==> src/hw/rtl/i2da_pkg.sv <==
// Shared types and constants for the integer to decimal ASCII converter.
`default_nettype none

package i2da_pkg;

    localparam int VALUE_W = 64;
    localparam int DIGITS  = 20;
    localparam int BCD_W   = DIGITS * 4;
    localparam int CNT_W   = $clog2(VALUE_W + 1);
    localparam int DIG_W   = $clog2(DIGITS + 1);

    localparam logic [7:0] CHAR_ZERO  = 8'd48;
    localparam logic [7:0] CHAR_MINUS = 8'd45;
    localparam logic [3:0] DIGIT_FIVE = 4'd5;
    localparam logic [3:0] DIGIT_ADJ  = 4'd3;

    typedef enum logic [2:0] {
        ST_IDLE,
        ST_CONV,
        ST_SKIP,
        ST_SIGN,
        ST_DIGIT
    } t_state;

endpackage

`default_nettype wire

==> src/hw/rtl/i2da_dabble.sv <==
// One shift-and-add-3 step of the binary to BCD conversion over all digits.
`default_nettype none

module i2da_dabble (
    input  wire logic [i2da_pkg::BCD_W-1:0] i_bcd,
    input  wire logic                       i_bit,
    output logic      [i2da_pkg::BCD_W-1:0] o_bcd
);
    import i2da_pkg::*;

    logic [BCD_W-1:0] adj;

    always_comb begin
        for (int d = 0; d < DIGITS; d++) begin
            if (i_bcd[d*4 +: 4] >= DIGIT_FIVE) begin
                adj[d*4 +: 4] = i_bcd[d*4 +: 4] + DIGIT_ADJ;
            end else begin
                adj[d*4 +: 4] = i_bcd[d*4 +: 4];
            end
        end
    end

    assign o_bcd = {adj[BCD_W-2:0], i_bit};

endmodule

`default_nettype wire

==> src/hw/rtl/integer_to_decimal_ascii.sv <==
// Top level: 64-bit integer to decimal ASCII text, one character per transaction.
//
// Input channel i_valid/o_stall carries i_mode (0 unsigned, 1 signed) and i_value.
// Output channel o_valid/i_stall carries o_character and o_last, one transaction
// per character, most significant digit first, '-' ahead of a negative value.
// A transaction moves on a rising edge with valid high and stall low.
// After a value is taken, o_stall stays high while a shared BCD adjust unit
// runs one step per bit. Leading zero digits are then dropped one per cycle
// (up to 19), and the characters follow one per cycle while the output is not
// stalled. The final character sits in the output register while the next
// value is accepted.
// A stall on the output holds the character register and pauses the sequencer
// at the next character; the conversion steps before it run on.
// Synchronous active-low reset returns to idle with no output pending.
`default_nettype none

module integer_to_decimal_ascii (
    input  wire logic                         i_clk,
    input  wire logic                         i_rst_n,
    input  wire logic                         i_valid,
    output logic                              o_stall,
    input  wire logic                         i_mode,
    input  wire logic [i2da_pkg::VALUE_W-1:0] i_value,
    output logic                              o_valid,
    input  wire logic                         i_stall,
    output logic      [7:0]                   o_character,
    output logic                              o_last
);
    import i2da_pkg::*;

    t_state             r_state, n_state;
    logic [VALUE_W-1:0] r_mag,   n_mag;
    logic [BCD_W-1:0]   r_bcd,   n_bcd;
    logic [CNT_W-1:0]   r_bits,  n_bits;
    logic [DIG_W-1:0]   r_dig,   n_dig;
    logic               r_neg,   n_neg;
    logic               r_ovalid, n_ovalid;
    logic [7:0]         r_char,  n_char;
    logic               r_last,  n_last;

    logic [BCD_W-1:0]   step_bcd;
    logic [3:0]         top_digit;
    logic               in_take;
    logic               out_free;

    i2da_dabble u_dabble (
        .i_bcd (r_bcd),
        .i_bit (r_mag[VALUE_W-1]),
        .o_bcd (step_bcd)
    );

    assign top_digit = r_bcd[BCD_W-1 -: 4];
    assign in_take   = i_valid && (r_state == ST_IDLE);
    assign out_free  = !r_ovalid || !i_stall;

    always_comb begin
        n_state  = r_state;
        n_mag    = r_mag;
        n_bcd    = r_bcd;
        n_bits   = r_bits;
        n_dig    = r_dig;
        n_neg    = r_neg;
        n_ovalid = r_ovalid && i_stall;
        n_char   = r_char;
        n_last   = r_last;
        unique case (r_state)
            ST_IDLE: begin
                if (in_take) begin
                    n_neg  = i_mode && i_value[VALUE_W-1];
                    n_mag  = n_neg ? (~i_value + VALUE_W'(1)) : i_value;
                    n_bcd  = '0;
                    n_bits = CNT_W'(VALUE_W);
                    n_state = ST_CONV;
                end
            end
            ST_CONV: begin
                n_bcd  = step_bcd;
                n_mag  = {r_mag[VALUE_W-2:0], 1'b0};
                n_bits = r_bits - CNT_W'(1);
                if (r_bits == CNT_W'(1)) begin
                    n_dig   = DIG_W'(DIGITS);
                    n_state = ST_SKIP;
                end
            end
            ST_SKIP: begin
                if (top_digit == 4'd0 && r_dig > DIG_W'(1)) begin
                    n_bcd = {r_bcd[BCD_W-5:0], 4'd0};
                    n_dig = r_dig - DIG_W'(1);
                end else begin
                    n_state = r_neg ? ST_SIGN : ST_DIGIT;
                end
            end
            ST_SIGN: begin
                if (out_free) begin
                    n_ovalid = 1'b1;
                    n_char   = CHAR_MINUS;
                    n_last   = 1'b0;
                    n_state  = ST_DIGIT;
                end
            end
            ST_DIGIT: begin
                if (out_free) begin
                    n_ovalid = 1'b1;
                    n_char   = CHAR_ZERO + {4'd0, top_digit};
                    n_last   = (r_dig == DIG_W'(1));
                    n_bcd    = {r_bcd[BCD_W-5:0], 4'd0};
                    n_dig    = r_dig - DIG_W'(1);
                    if (r_dig == DIG_W'(1)) begin
                        n_state = ST_IDLE;
                    end
                end
            end
            default: begin
                n_state = ST_IDLE;
            end
        endcase
    end

    always_ff @(posedge i_clk) begin
        if (!i_rst_n) begin
            r_state  <= ST_IDLE;
            r_ovalid <= 1'b0;
        end else begin
            r_state  <= n_state;
            r_ovalid <= n_ovalid;
        end
    end

    always_ff @(posedge i_clk) begin
        r_mag  <= n_mag;
        r_bcd  <= n_bcd;
        r_bits <= n_bits;
        r_dig  <= n_dig;
        r_neg  <= n_neg;
        r_char <= n_char;
        r_last <= n_last;
    end

    assign o_stall     = (r_state != ST_IDLE);
    assign o_valid     = r_ovalid;
    assign o_character = r_char;
    assign o_last      = r_last;

endmodule

`default_nettype wire

==> config.mk <==
export PLATFORM = sky130hd
export DESIGN_NAME = integer_to_decimal_ascii
export DESIGN_NICKNAME = d
export VERILOG_FILES = /design/src/hw/rtl/i2da_pkg.sv /design/src/hw/rtl/i2da_dabble.sv /design/src/hw/rtl/integer_to_decimal_ascii.sv
export SDC_FILE = /design/constraint.sdc
export NUM_CORES = 1
export LEC_CHECK = 0
export ABC_CLOCK_PERIOD_IN_PS = 10900
export BUFFER_PORTS_ARGS = -buffer_cell sky130_fd_sc_hd__buf_2
export CAP_MARGIN = 40
export CELL_PAD_IN_SITES_DETAIL_PLACEMENT = 2
export CELL_PAD_IN_SITES_GLOBAL_PLACEMENT = 2
export CORE_ASPECT_RATIO = 1.25
export CORE_MARGIN = 2
export CORE_UTILIZATION = 35
export DETAILED_ROUTE_END_ITERATION = 8
export HOLD_SLACK_MARGIN = 0.12
export PLACE_DENSITY_LB_ADDON = 0.1
export SYNTH_ARGS = -nofsm -noshare
export SYNTH_HDL_FRONTEND = slang
export SYNTH_HIERARCHICAL = 1
export SYNTH_SLANG_ARGS = --single-unit
==> constraint.sdc <==
create_clock -name i_clk -period 10.9 [get_ports i_clk]
set_input_delay 2.18 -clock i_clk [delete_from_list [all_inputs] [get_ports i_clk]]
set_output_delay 2.18 -clock i_clk [all_outputs]
set_load 0.05 [all_outputs]
==> results.py, run 1 <==
metrics = {
    "route": {
        "drt_iter0_markers": 318,
        "wl_per_cell_um": 18.2,
        "drc": 0,
        "vias": 8218,
        "first_pass_iters": 4,
        "ant_nets": 0,
        "via_per_inst": 5.33,
        "drt-total-wl_mm": 28.0,
    },
    "clock_tree": {
        "htree_levels": 4,
        "cts.sinks": 167,
        "cts_root_buffer": "clkbuf_16",
        "clock_tree.buffer_depth": 2,
        "cts_hold_buf": 0,
        "clk_latency_ns": 0.44,
        "cts_tree": "built",
        "post_cts_resize_count": 0,
        "postCtsSetupBuffers": 0,
        "numCtsBuffers": 17,
        "clkTransAtPathRegs_ns": 0.06,
    },
    "power_and_ir_drop": {
        "irDropWorstVdd_mv": 0.151,
        "powerDensity_mw_per_mm2": 296,
        "p_leak_nw": 4.52,
    },
    "timing": {
        "fin_tns_setup_ns": 0,
        "final_hold_viol_count": 0,
        "report.final.slew_viol_count": 0,
        "period_share_pct": 42.1,
        "clock.fmax_mhz": 218,
        "period_needed_ns": 4.59,
        "rsz0062_at_grt": "no",
        "setup_violations": 0,
        "skew_ns": 0.00886,
        "relSlewSlack_pct": 39.2,
        "worst_pin_slew_ns": 0.904,
    },
    "yosys": {
        "syn_inst": 1067,
        "synth_edf_count": 163,
        "netlist_area_mm2": 0.0106,
        "synth_top_area_cell": "edfxtp_1",
        "yosysWarnings": 6,
        "synth_common_cells": "edfxtp_1 (163), nand2_1 (137), nor2_1 (92)",
        "synth_top_area_share_pct": 46.3,
        "synth_cell_type_count": 54,
        "synth_async_sr_flop_share_pct": 0,
        "synth_seq_cells": 167,
        "ys_seq_area_share_pct": 47.0,
        "yosys-top-cells-area": "edfxtp_1 (46%), a22o_1 (6.3%), ha_1 (5.3%)",
        "syn_avg_cell_area_um2": 9.91,
        "ys.flop_type": "edfxtp_1",
        "yosysMostFrequentCell": "edfxtp_1",
    },
    "die": {
        "io_pins": 80,
        "num_rows": 71,
        "die_h_um": 198,
        "dieArea_mm2": 0.0316,
        "start_util_pct": 35.3,
        "design.core.area_mm2": 0.0299,
        "fp.dieW_um": 160,
    },
    "hold_path": {
        "holdCritPathClass": "register to register",
        "hold_path_depth": 2,
    },
    "finish": {
        "drive_gt1_share_pct": 13.7,
        "syn2layout_area_growth_pct": 14.0,
        "fin_util_pct": 40.3,
        "fin_nets": 1241,
        "antenna_cells": 0,
    },
    "critical_path": {
        "arrival_ns": 4.86,
        "worstPathMaxFanout": 14,
        "critPathCaptureType": "register",
        "cp-start-kind": "input port",
        "worstSetupPathType": "input port to register",
        "r2r_cells": 5,
        "worst_ep_required_time_ns": 11.17,
    },
    "place": {
        "dpl.hpwl_mm": 19.5,
        "routabilityCongestion": 0.823,
        "port_buffers": 76,
    },
    "global_routing": {
        "grt_overflow": 0,
        "grt_pass1_wl_mm": 46.5,
        "grt_max_degree": 82,
        "antenna_found_initial": 0,
        "grt_pass1_vias": 8839,
        "grtUsageTotal_pct": 18.4,
    },
    "run": {
        "maxCapViolations": 0,
    },
    "run_status": {
        "outcome": "finished, final reports clean",
    },
}
## path summary, 6_finish.rpt
path / to / slack (ns) / from
worst max-delay path: r_mag[63] / 6.31 / i_value[10]
worst min-delay path: r_mag[24] / 0.53 / r_mag[23]
worst max register to register: r_mag[6] / 7.75 / r_state[0]
worst min register to register: r_mag[24] / 0.53 / r_mag[23]
## logic make-up (layout without fill, tap and decap cells)
group | count (synthesis) | count (layout) | synth area share [%]
AND/OR/NAND/NOR | 376 | 376 | 17.3
AO/OA/AOI/OAI | 271 | 271 | 17.4
flip-flops | 167 | 167 | 47.0
buffers and inverters | 99 | 171 | 3.71
XOR/XNOR | 87 | 87 | 7.20
adder cells (fa/ha/maj) | 45 | 45 | 5.32
multiplexers | 20 | 20 | 1.89
other | 2 | 3 | 0.0710
## worst max-delay path, stage by stage
cell and delay (ns):
buf_2 0.13, or4_1 0.57, nor3_1 0.52, and3_1 0.69, nand4_1 0.25, o31a_1 0.35, o21ai_1 0.17
## power breakdown
part	switching [W]	internal [W]	leakage, nW
registers	0.000263	0.00120	1.65
logic	0.000879	0.000582	2.58
clock network	0.000262	0.000383	0.291
## metal layers
layer	wire [um]	up-vias	global-route usage, %	share of wire, %
met1	12100	4102	22.0	43
li1	-	3985	-	-
met3	775	26	2.79	2.8
met5	0	-	0	0
met4	407	0	5.25	1.5
met2	14700	105	34.1	53
## per-stage QoR
stage	hold WS [ns]	instances	worst slack (ns)	power [W]	area, um^2
global route	0.564	1541	6.23	0.00388	12100
detailed placement	0.517	1509	5.84	0.00296	11400
CTS	0.531	1541	6.32	0.00364	12100
floorplan	0.496	1068	2.09	0.00256	10600
global placement	0.502	1506	5.88	0.00288	11400
finish	0.528	1541	6.31	0.00357	12100
## registers in the layout, summed over array words and instances, names as in the netlist
name,flops
o_character,5
r_state,3
r_mag,64
r_neg,1
r_dig,5
o_last,1
r_bits,7
o_valid,1
r_bcd,80
## cell usage in the layout (no fill, tap or decap), drive strengths merged, types with 5 or more instances in the layout
master	Yosys	final
o41ai	5	5
edfxtp	163	163
nor3	19	19
ha	45	45
clkinv	0	5
nand2	137	137
mux2i	20	20
and2	11	11
nand3	7	7
o21ai	91	91
and3	6	6
o31ai	10	10
a21oi	65	65
nor4	20	20
nand4	11	11
a31oi	11	11
or3	11	11
clkbuf	33	19
a22o	76	76
nor2	92	92
inv	51	52
buf	15	88
xor2	26	26
xnor2	61	61
nand2b	44	44
## area by class of cell
type	instances	area [um^2]
Fill cell	3317	17900
Clock inverter	13	179
Clock buffer	19	433
Multi-Input combinational cell	802	5260
Sequential cell	167	4970
Timing Repair Buffer	88	523
Inverter	51	191
Tap cell	401	502
(Power assumes the default switching activity.)
==> inputs of run 2 (changes only) <==
Settings changed: ABC_AREA set to 1, ABC_CLOCK_PERIOD_IN_PS 10900 to 4240.
Clock period 10.9 ns to 4.24 ns, I/O delays scaled along.
==> run 2 against run 1 <==
  * Worst hold slack improved by 0.0093 ns
  * Wire length up 28%
  * Final cell count is 26% higher
  * Critical path depth up 3
  * Die area up 9.1%
  * Area after synthesis is 9.3% higher
  * Power grew to 2.9 times the previous value
  * Combinational power rose to 3.4 times the previous value
  * Clock skew up 0.0040 ns
  * Via count up 24%
  * Global-route usage rose by 2.8 points
  * Sequential power rose to 2.7 times the previous value
==> results.py, run 2 <==
metrics = {
    "finish": {
        "syn2layout_area_growth_pct": 11.4,
        "final_cell_mix": "nand2_1 (417), nor2_1 (164), edfxtp_1 (163)",
        "largest_registers": "r_bcd x80, r_mag x64, r_bits x7",
        "final_common_cell": "nand2_1",
        "fin_nets": 1630,
        "drive_gt1_share_pct": 14.1,
        "antenna_cells": 0,
        "top_register": "r_bcd",
        "largest_reg_flops": 80,
    },
    "route": {
        "vias": 10200,
        "ant_nets": 0,
        "first_pass_iters": 4,
        "drt_iter0_markers": 370,
        "drc": 0,
        "wl_per_cell_um": 18.4,
        "drt-total-wl_mm": 35.9,
        "via_per_inst": 5.25,
    },
    "timing": {
        "period_share_pct": 65.5,
        "relSlewSlack_pct": 48.0,
        "skew_ns": 0.0129,
        "rsz0062_at_grt": "no",
        "clock.fmax_mhz": 360,
        "final_hold_viol_count": 0,
        "fin_tns_setup_ns": 0,
        "worst_pin_slew_ns": 0.780,
        "report.final.slew_viol_count": 0,
        "hold_slack_ns": 0.538,
        "setup_slack_ns": 1.46,
        "period_needed_ns": 2.78,
        "setup_violations": 0,
    },
    "global_routing": {
        "grtUsageTotal_pct": 21.1,
        "grt_pass1_wl_mm": 58.5,
        "grt_overflow": 0,
        "antenna_found_initial": 0,
        "grt_max_degree": 69,
        "grt_pass1_vias": 11200,
    },
    "clock_tree": {
        "cts.sinks": 167,
        "clkTransAtPathRegs_ns": 0.08,
        "numCtsBuffers": 17,
        "postCtsSetupBuffers": 0,
        "post_cts_resize_count": 0,
        "cts_tree": "built",
        "cts_hold_buf": 0,
        "clock_tree.buffer_depth": 2,
        "htree_levels": 4,
        "cts_root_buffer": "clkbuf_16",
        "clk_latency_ns": 0.45,
    },
    "yosys": {
        "yosys.area_share.adder_pct": 4.87,
        "synth_top_area_cell": "edfxtp_1",
        "yosys.area_share.xor_xnor_pct": 1.97,
        "yosysWarnings": 6,
        "syn_inst": 1452,
        "ys.flop_type": "edfxtp_1",
        "syn_avg_cell_area_um2": 7.96,
        "synth_common_cells": "nand2_1 (417), nor2_1 (164), edfxtp_1 (163)",
        "yosys.area_share.simple_pct": 28.4,
        "synth_compound_area_share_pct": 14.3,
        "synth_edf_count": 163,
        "synth_async_sr_flop_share_pct": 0,
        "muxShareOfSynthArea_pct": 0,
        "yosys-top-cells-area": "edfxtp_1 (42%), nand2_1 (14%), a22o_1 (5.8%)",
        "synth_seq_cells": 167,
        "yosysMostFrequentCell": "nand2_1",
        "synth_top_area_share_pct": 42.3,
        "ys_seq_area_share_pct": 43.0,
        "synth_top_family_by_area": "simple AND/OR/NAND/NOR gates",
        "synth_cell_type_count": 37,
        "netlist_area_mm2": 0.0116,
    },
    "die": {
        "die_h_um": 207,
        "dieArea_mm2": 0.0345,
        "start_util_pct": 35.5,
        "num_rows": 74,
        "fp.dieW_um": 167,
        "io_pins": 80,
        "design.core.area_mm2": 0.0326,
    },
    "critical_path": {
        "critPathCaptureType": "register",
        "worstPathMaxFanout": 46,
        "cp_slowest_cell": "buf_4",
        "arrival_ns": 2.86,
        "worst_ep_required_time_ns": 4.32,
        "crit_chain": "ha_1 > nand3b_1 > inv_1 > nor3_1 > inv_1 > nand2_1 > nand3_1 > clkinv_2 > buf_4 > buf_4",
        "max_stage_delay_ns": 0.53,
        "r2r_start": "r_dig[0]",
        "timing.rr.end": "r_bcd[33]",
        "cp-start-kind": "register",
        "worstSetupPathType": "register to register",
        "rrSetupSlack_ns": 1.46,
        "r2r_cells": 10,
    },
    "hold_path": {
        "holdCritStartpoint": "r_mag[50]",
        "holdCritPathClass": "register to register",
        "worstHoldEndpoint": "r_mag[51]",
        "hold_path_depth": 2,
    },
    "run_status": {
        "outcome": "finished, final reports clean",
    },
    "place": {
        "post-place-ws_ns": 1.17,
        "routabilityCongestion": 0.831,
        "port_buffers": 76,
        "dpl.hpwl_mm": 27.0,
    },
    "power_and_ir_drop": {
        "powerDensity_mw_per_mm2": 813,
        "irDropWorstVdd_mv": 0.424,
        "p_leak_nw": 5.47,
    },
    "run": {
        "maxCapViolations": 0,
    },
}
[run 2: area by class of cell]
class	instances	area, um^2
Inverter	162	613
Timing Repair Buffer	86	455
Clock inverter	15	146
Fill cell	3822	19700
Multi-Input combinational cell	1082	5750
Clock buffer	17	425
Sequential cell	167	4970
Tap cell	418	523
[run 2: cells by family (layout without fill, tap and decap cells)]
kind of cell | count (synthesis) | after routing
AND/OR/NAND/NOR | 757 | 757
flip-flops | 167 | 167
XOR/XNOR | 26 | 26
other | 2 | 3
buffers and inverters | 204 | 280
adder cells (fa/ha/maj) | 45 | 45
AO/OA/AOI/OAI | 251 | 251
[run 2: power by group]
part	internal [W]	switching, W
clock	0.000789	0.000780
combinational	0.00158	0.00335
sequential	0.00327	0.000707
[run 2: critical path, delay by kind of cell (launching register included)]
kind          cells  cell delay [ns]
fa+ha+maj         1             0.22
buf+inv           5             1.20
flops             1             0.44
simple gates      4             0.50
[run 2: stage by stage]
| stage | instance area [um^2] | util, % | std cells | total power [W] |
|---|---|---|---|---|
| finish | 12900 | 39.5 | 1947 | 0.0105 |
| global route | 12900 | 39.5 | 1947 | 0.0114 |
| CTS | 12900 | 39.5 | 1947 | 0.0107 |
| detailed placement | 12300 | 37.8 | 1915 | 0.00901 |
| global placement | 12300 | 37.8 | 1915 | 0.00873 |
| floorplan | 11600 | - | 1453 | 0.00759 |
[run 2: layer usage]
layer / global-route usage (%) / part of all wire [%]
met1: 24.0 / 42
met2: 41.2 / 55
met3: 2.61 / 1.6
met4: 5.56 / 1.8
met5: 0 / 0
[run 2: how the worst max path moves through the flow]
stage                     start        end  slack (ns)  depth (start not counted)
global route           r_dig[0]  r_bcd[35]        1.21                         10
CTS                    r_dig[0]  r_bcd[33]        1.38                         10
global placement    i_value[63]  r_mag[21]        1.23                         11
floorplan            r_state[0]  r_bits[0]        0.77                          3
detailed placement  i_value[63]  r_mag[21]        1.17                         11
finish                 r_dig[0]  r_bcd[33]        1.46                         10
==> inputs of run 3 (changes only) <==
Settings changed: ABC_CLOCK_PERIOD_IN_PS 4240 to 2350, CORE_UTILIZATION 35 to 33.
Clock period 4.24 ns to 2.35 ns, I/O delays scaled along.
==> run 3 against run 2 <==
  * Worst hold slack lost 0.25 ns
  * First-iteration DRC count up 12%
  * Non-clock buffer count is 19 higher
  * Clock power is 83% higher
  * Register-to-register slack got worse by 1.2 ns
  * Flip-flop and latch count stayed put
==> results.py, run 3 (same netlist as run 2, synthesis figures left out) <==
metrics = {
    "timing": {
        "rsz0062_at_grt": "no",
        "relSlewSlack_pct": 56.8,
        "clock.fmax_mhz": 477,
        "setup_violations": 0,
        "period_share_pct": 89.2,
        "skew_ns": 0.00874,
        "report.final.slew_viol_count": 0,
        "period_needed_ns": 2.10,
        "worst_pin_slew_ns": 0.646,
        "final_hold_viol_count": 0,
    },
    "run": {
        "maxCapViolations": 0,
    },
    "die": {
        "start_util_pct": 33.5,
        "io_pins": 80,
        "num_rows": 76,
        "fp.dieW_um": 171,
        "design.core.area_mm2": 0.0345,
        "dieArea_mm2": 0.0366,
        "die_h_um": 213,
    },
    "route": {
        "drt_iter0_markers": 416,
        "drc": 0,
        "drt-total-wl_mm": 36.1,
        "vias": 10300,
        "ant_nets": 0,
        "first_pass_iters": 4,
        "wl_per_cell_um": 17.9,
        "via_per_inst": 5.09,
    },
    "finish": {
        "ff_latch_area_mm2": 0.00498,
        "largest_reg_flops": 80,
        "drive_gt1_share_pct": 15.4,
        "largest_registers": "r_bcd x80, r_mag x64, r_bits x7",
        "fin_util_pct": 38.3,
        "fin_nets": 1649,
        "top_register": "r_bcd",
        "final_common_cell": "nand2_1",
        "final_cell_mix": "nand2_1 (417), nor2_1 (164), edfxtp_1 (163)",
        "antenna_cells": 0,
        "syn2layout_area_growth_pct": 14.4,
        "nFillCells": 4014,
        "multi_input_area_mm2": 0.00577,
    },
    "global_routing": {
        "antenna_found_initial": 0,
        "grtUsageTotal_pct": 20.8,
        "grt_overflow": 0,
        "grt_max_degree": 70,
        "grt_pass1_vias": 11200,
        "grt_pass1_wl_mm": 59.1,
    },
    "hold_path": {
        "worstHoldEndpoint": "o_valid",
        "hold_path_depth": 3,
        "holdCritPathClass": "input port to register",
        "holdCritStartpoint": "i_rst_n",
    },
    "power_and_ir_drop": {
        "powerDensity_mw_per_mm2": 1470,
        "p_leak_nw": 5.60,
        "power.total_w": 0.0195,
        "irDropWorstVdd_mv": 1.29,
    },
    "clock_tree": {
        "cts_root_buffer": "clkbuf_16",
        "numCtsBuffers": 17,
        "cts_tree": "built",
        "clkTransAtPathRegs_ns": 0.07,
        "clock_tree.buffer_depth": 2,
        "postCtsSetupBuffers": 0,
        "cts.sinks": 167,
        "post_cts_resize_count": 0,
        "htree_levels": 4,
        "clk_latency_ns": 0.45,
        "cts_hold_buf": 0,
    },
    "critical_path": {
        "r2r_cells": 9,
        "worst_ep_required_time_ns": 2.49,
        "worstPathMaxFanout": 34,
        "critPathCaptureType": "register",
        "arrival_ns": 2.24,
        "r2r_start": "r_dig[0]",
        "cp-start-kind": "register",
        "worstSetupPathType": "register to register",
        "rrSetupSlack_ns": 0.25,
        "timing.rr.end": "r_bcd[46]",
        "crit_start": "r_dig[0]",
    },
    "run_status": {
        "outcome": "finished, final reports clean",
    },
    "place": {
        "dpl.hpwl_mm": 27.5,
        "routabilityCongestion": 0.833,
        "port_buffers": 76,
    },
}
## run 3: layout make-up
class / count / share of cell area, %
clock buffer: 17 / 3.22
clock inverter: 15 / 1.15
inverter: 162 / 4.66
multi-input combinational: 1082 / 43.6
sequential: 167 / 37.6
tap: 468 / 4.43
timing repair buffer: 105 / 5.28
## run 3: per-stage QoR
step	hold slack, ns	TNS [ns]	instances	area, um^2	worst slack (ns)
6_report	0.284	0	2016	13200	0.254
5_1_grt	0.288	0	2016	13200	0.125
4_1_cts	0.269	0	2016	13200	0.246
3_5_place_dp	0.517	0	1984	12600	0.0714
3_3_place_gp	0.502	0	1984	12600	0.140
2_1_floorplan	0.495	-19.92	1453	11600	-0.249
## run 3: critical path, stage by stage (launching register included)
cell	delay (ns)
edfxtp_1	0.44
ha_1	0.22
nand3b_1	0.14
inv_1	0.06
nor3_1	0.21
inv_1	0.07
nand2_1	0.10
nand3_2	0.12
clkinvlp_4	0.16
buf_12	0.23
## run 3: routing by layer
layer	up-vias	track usage, %	part of all wire (%)
met2	93	39.7	55
li1	5034	-	-
met3	25	2.45	1.4
met5	-	0	0
met4	0	5.49	1.2
met1	5105	24.2	43
## run 3: worst max path at each step
stage / end / slack (ns) / cells after the start
after floorplan: r_bcd[0] / -0.25 / 7
after global placement: r_mag[61] / 0.14 / 11
after detailed placement: r_mag[38] / 0.07 / 12
after CTS: r_bcd[34] / 0.25 / 9
after global routing: r_bcd[29] / 0.13 / 9
final: r_bcd[46] / 0.25 / 9
## run 3: power by group
group	internal, W	switching, W	leakage, nW
combinational	0.00330	0.00613	3.69
sequential	0.00589	0.00128	1.64
clock	0.00157	0.00131	0.275
total	0.0108	0.00873	5.60
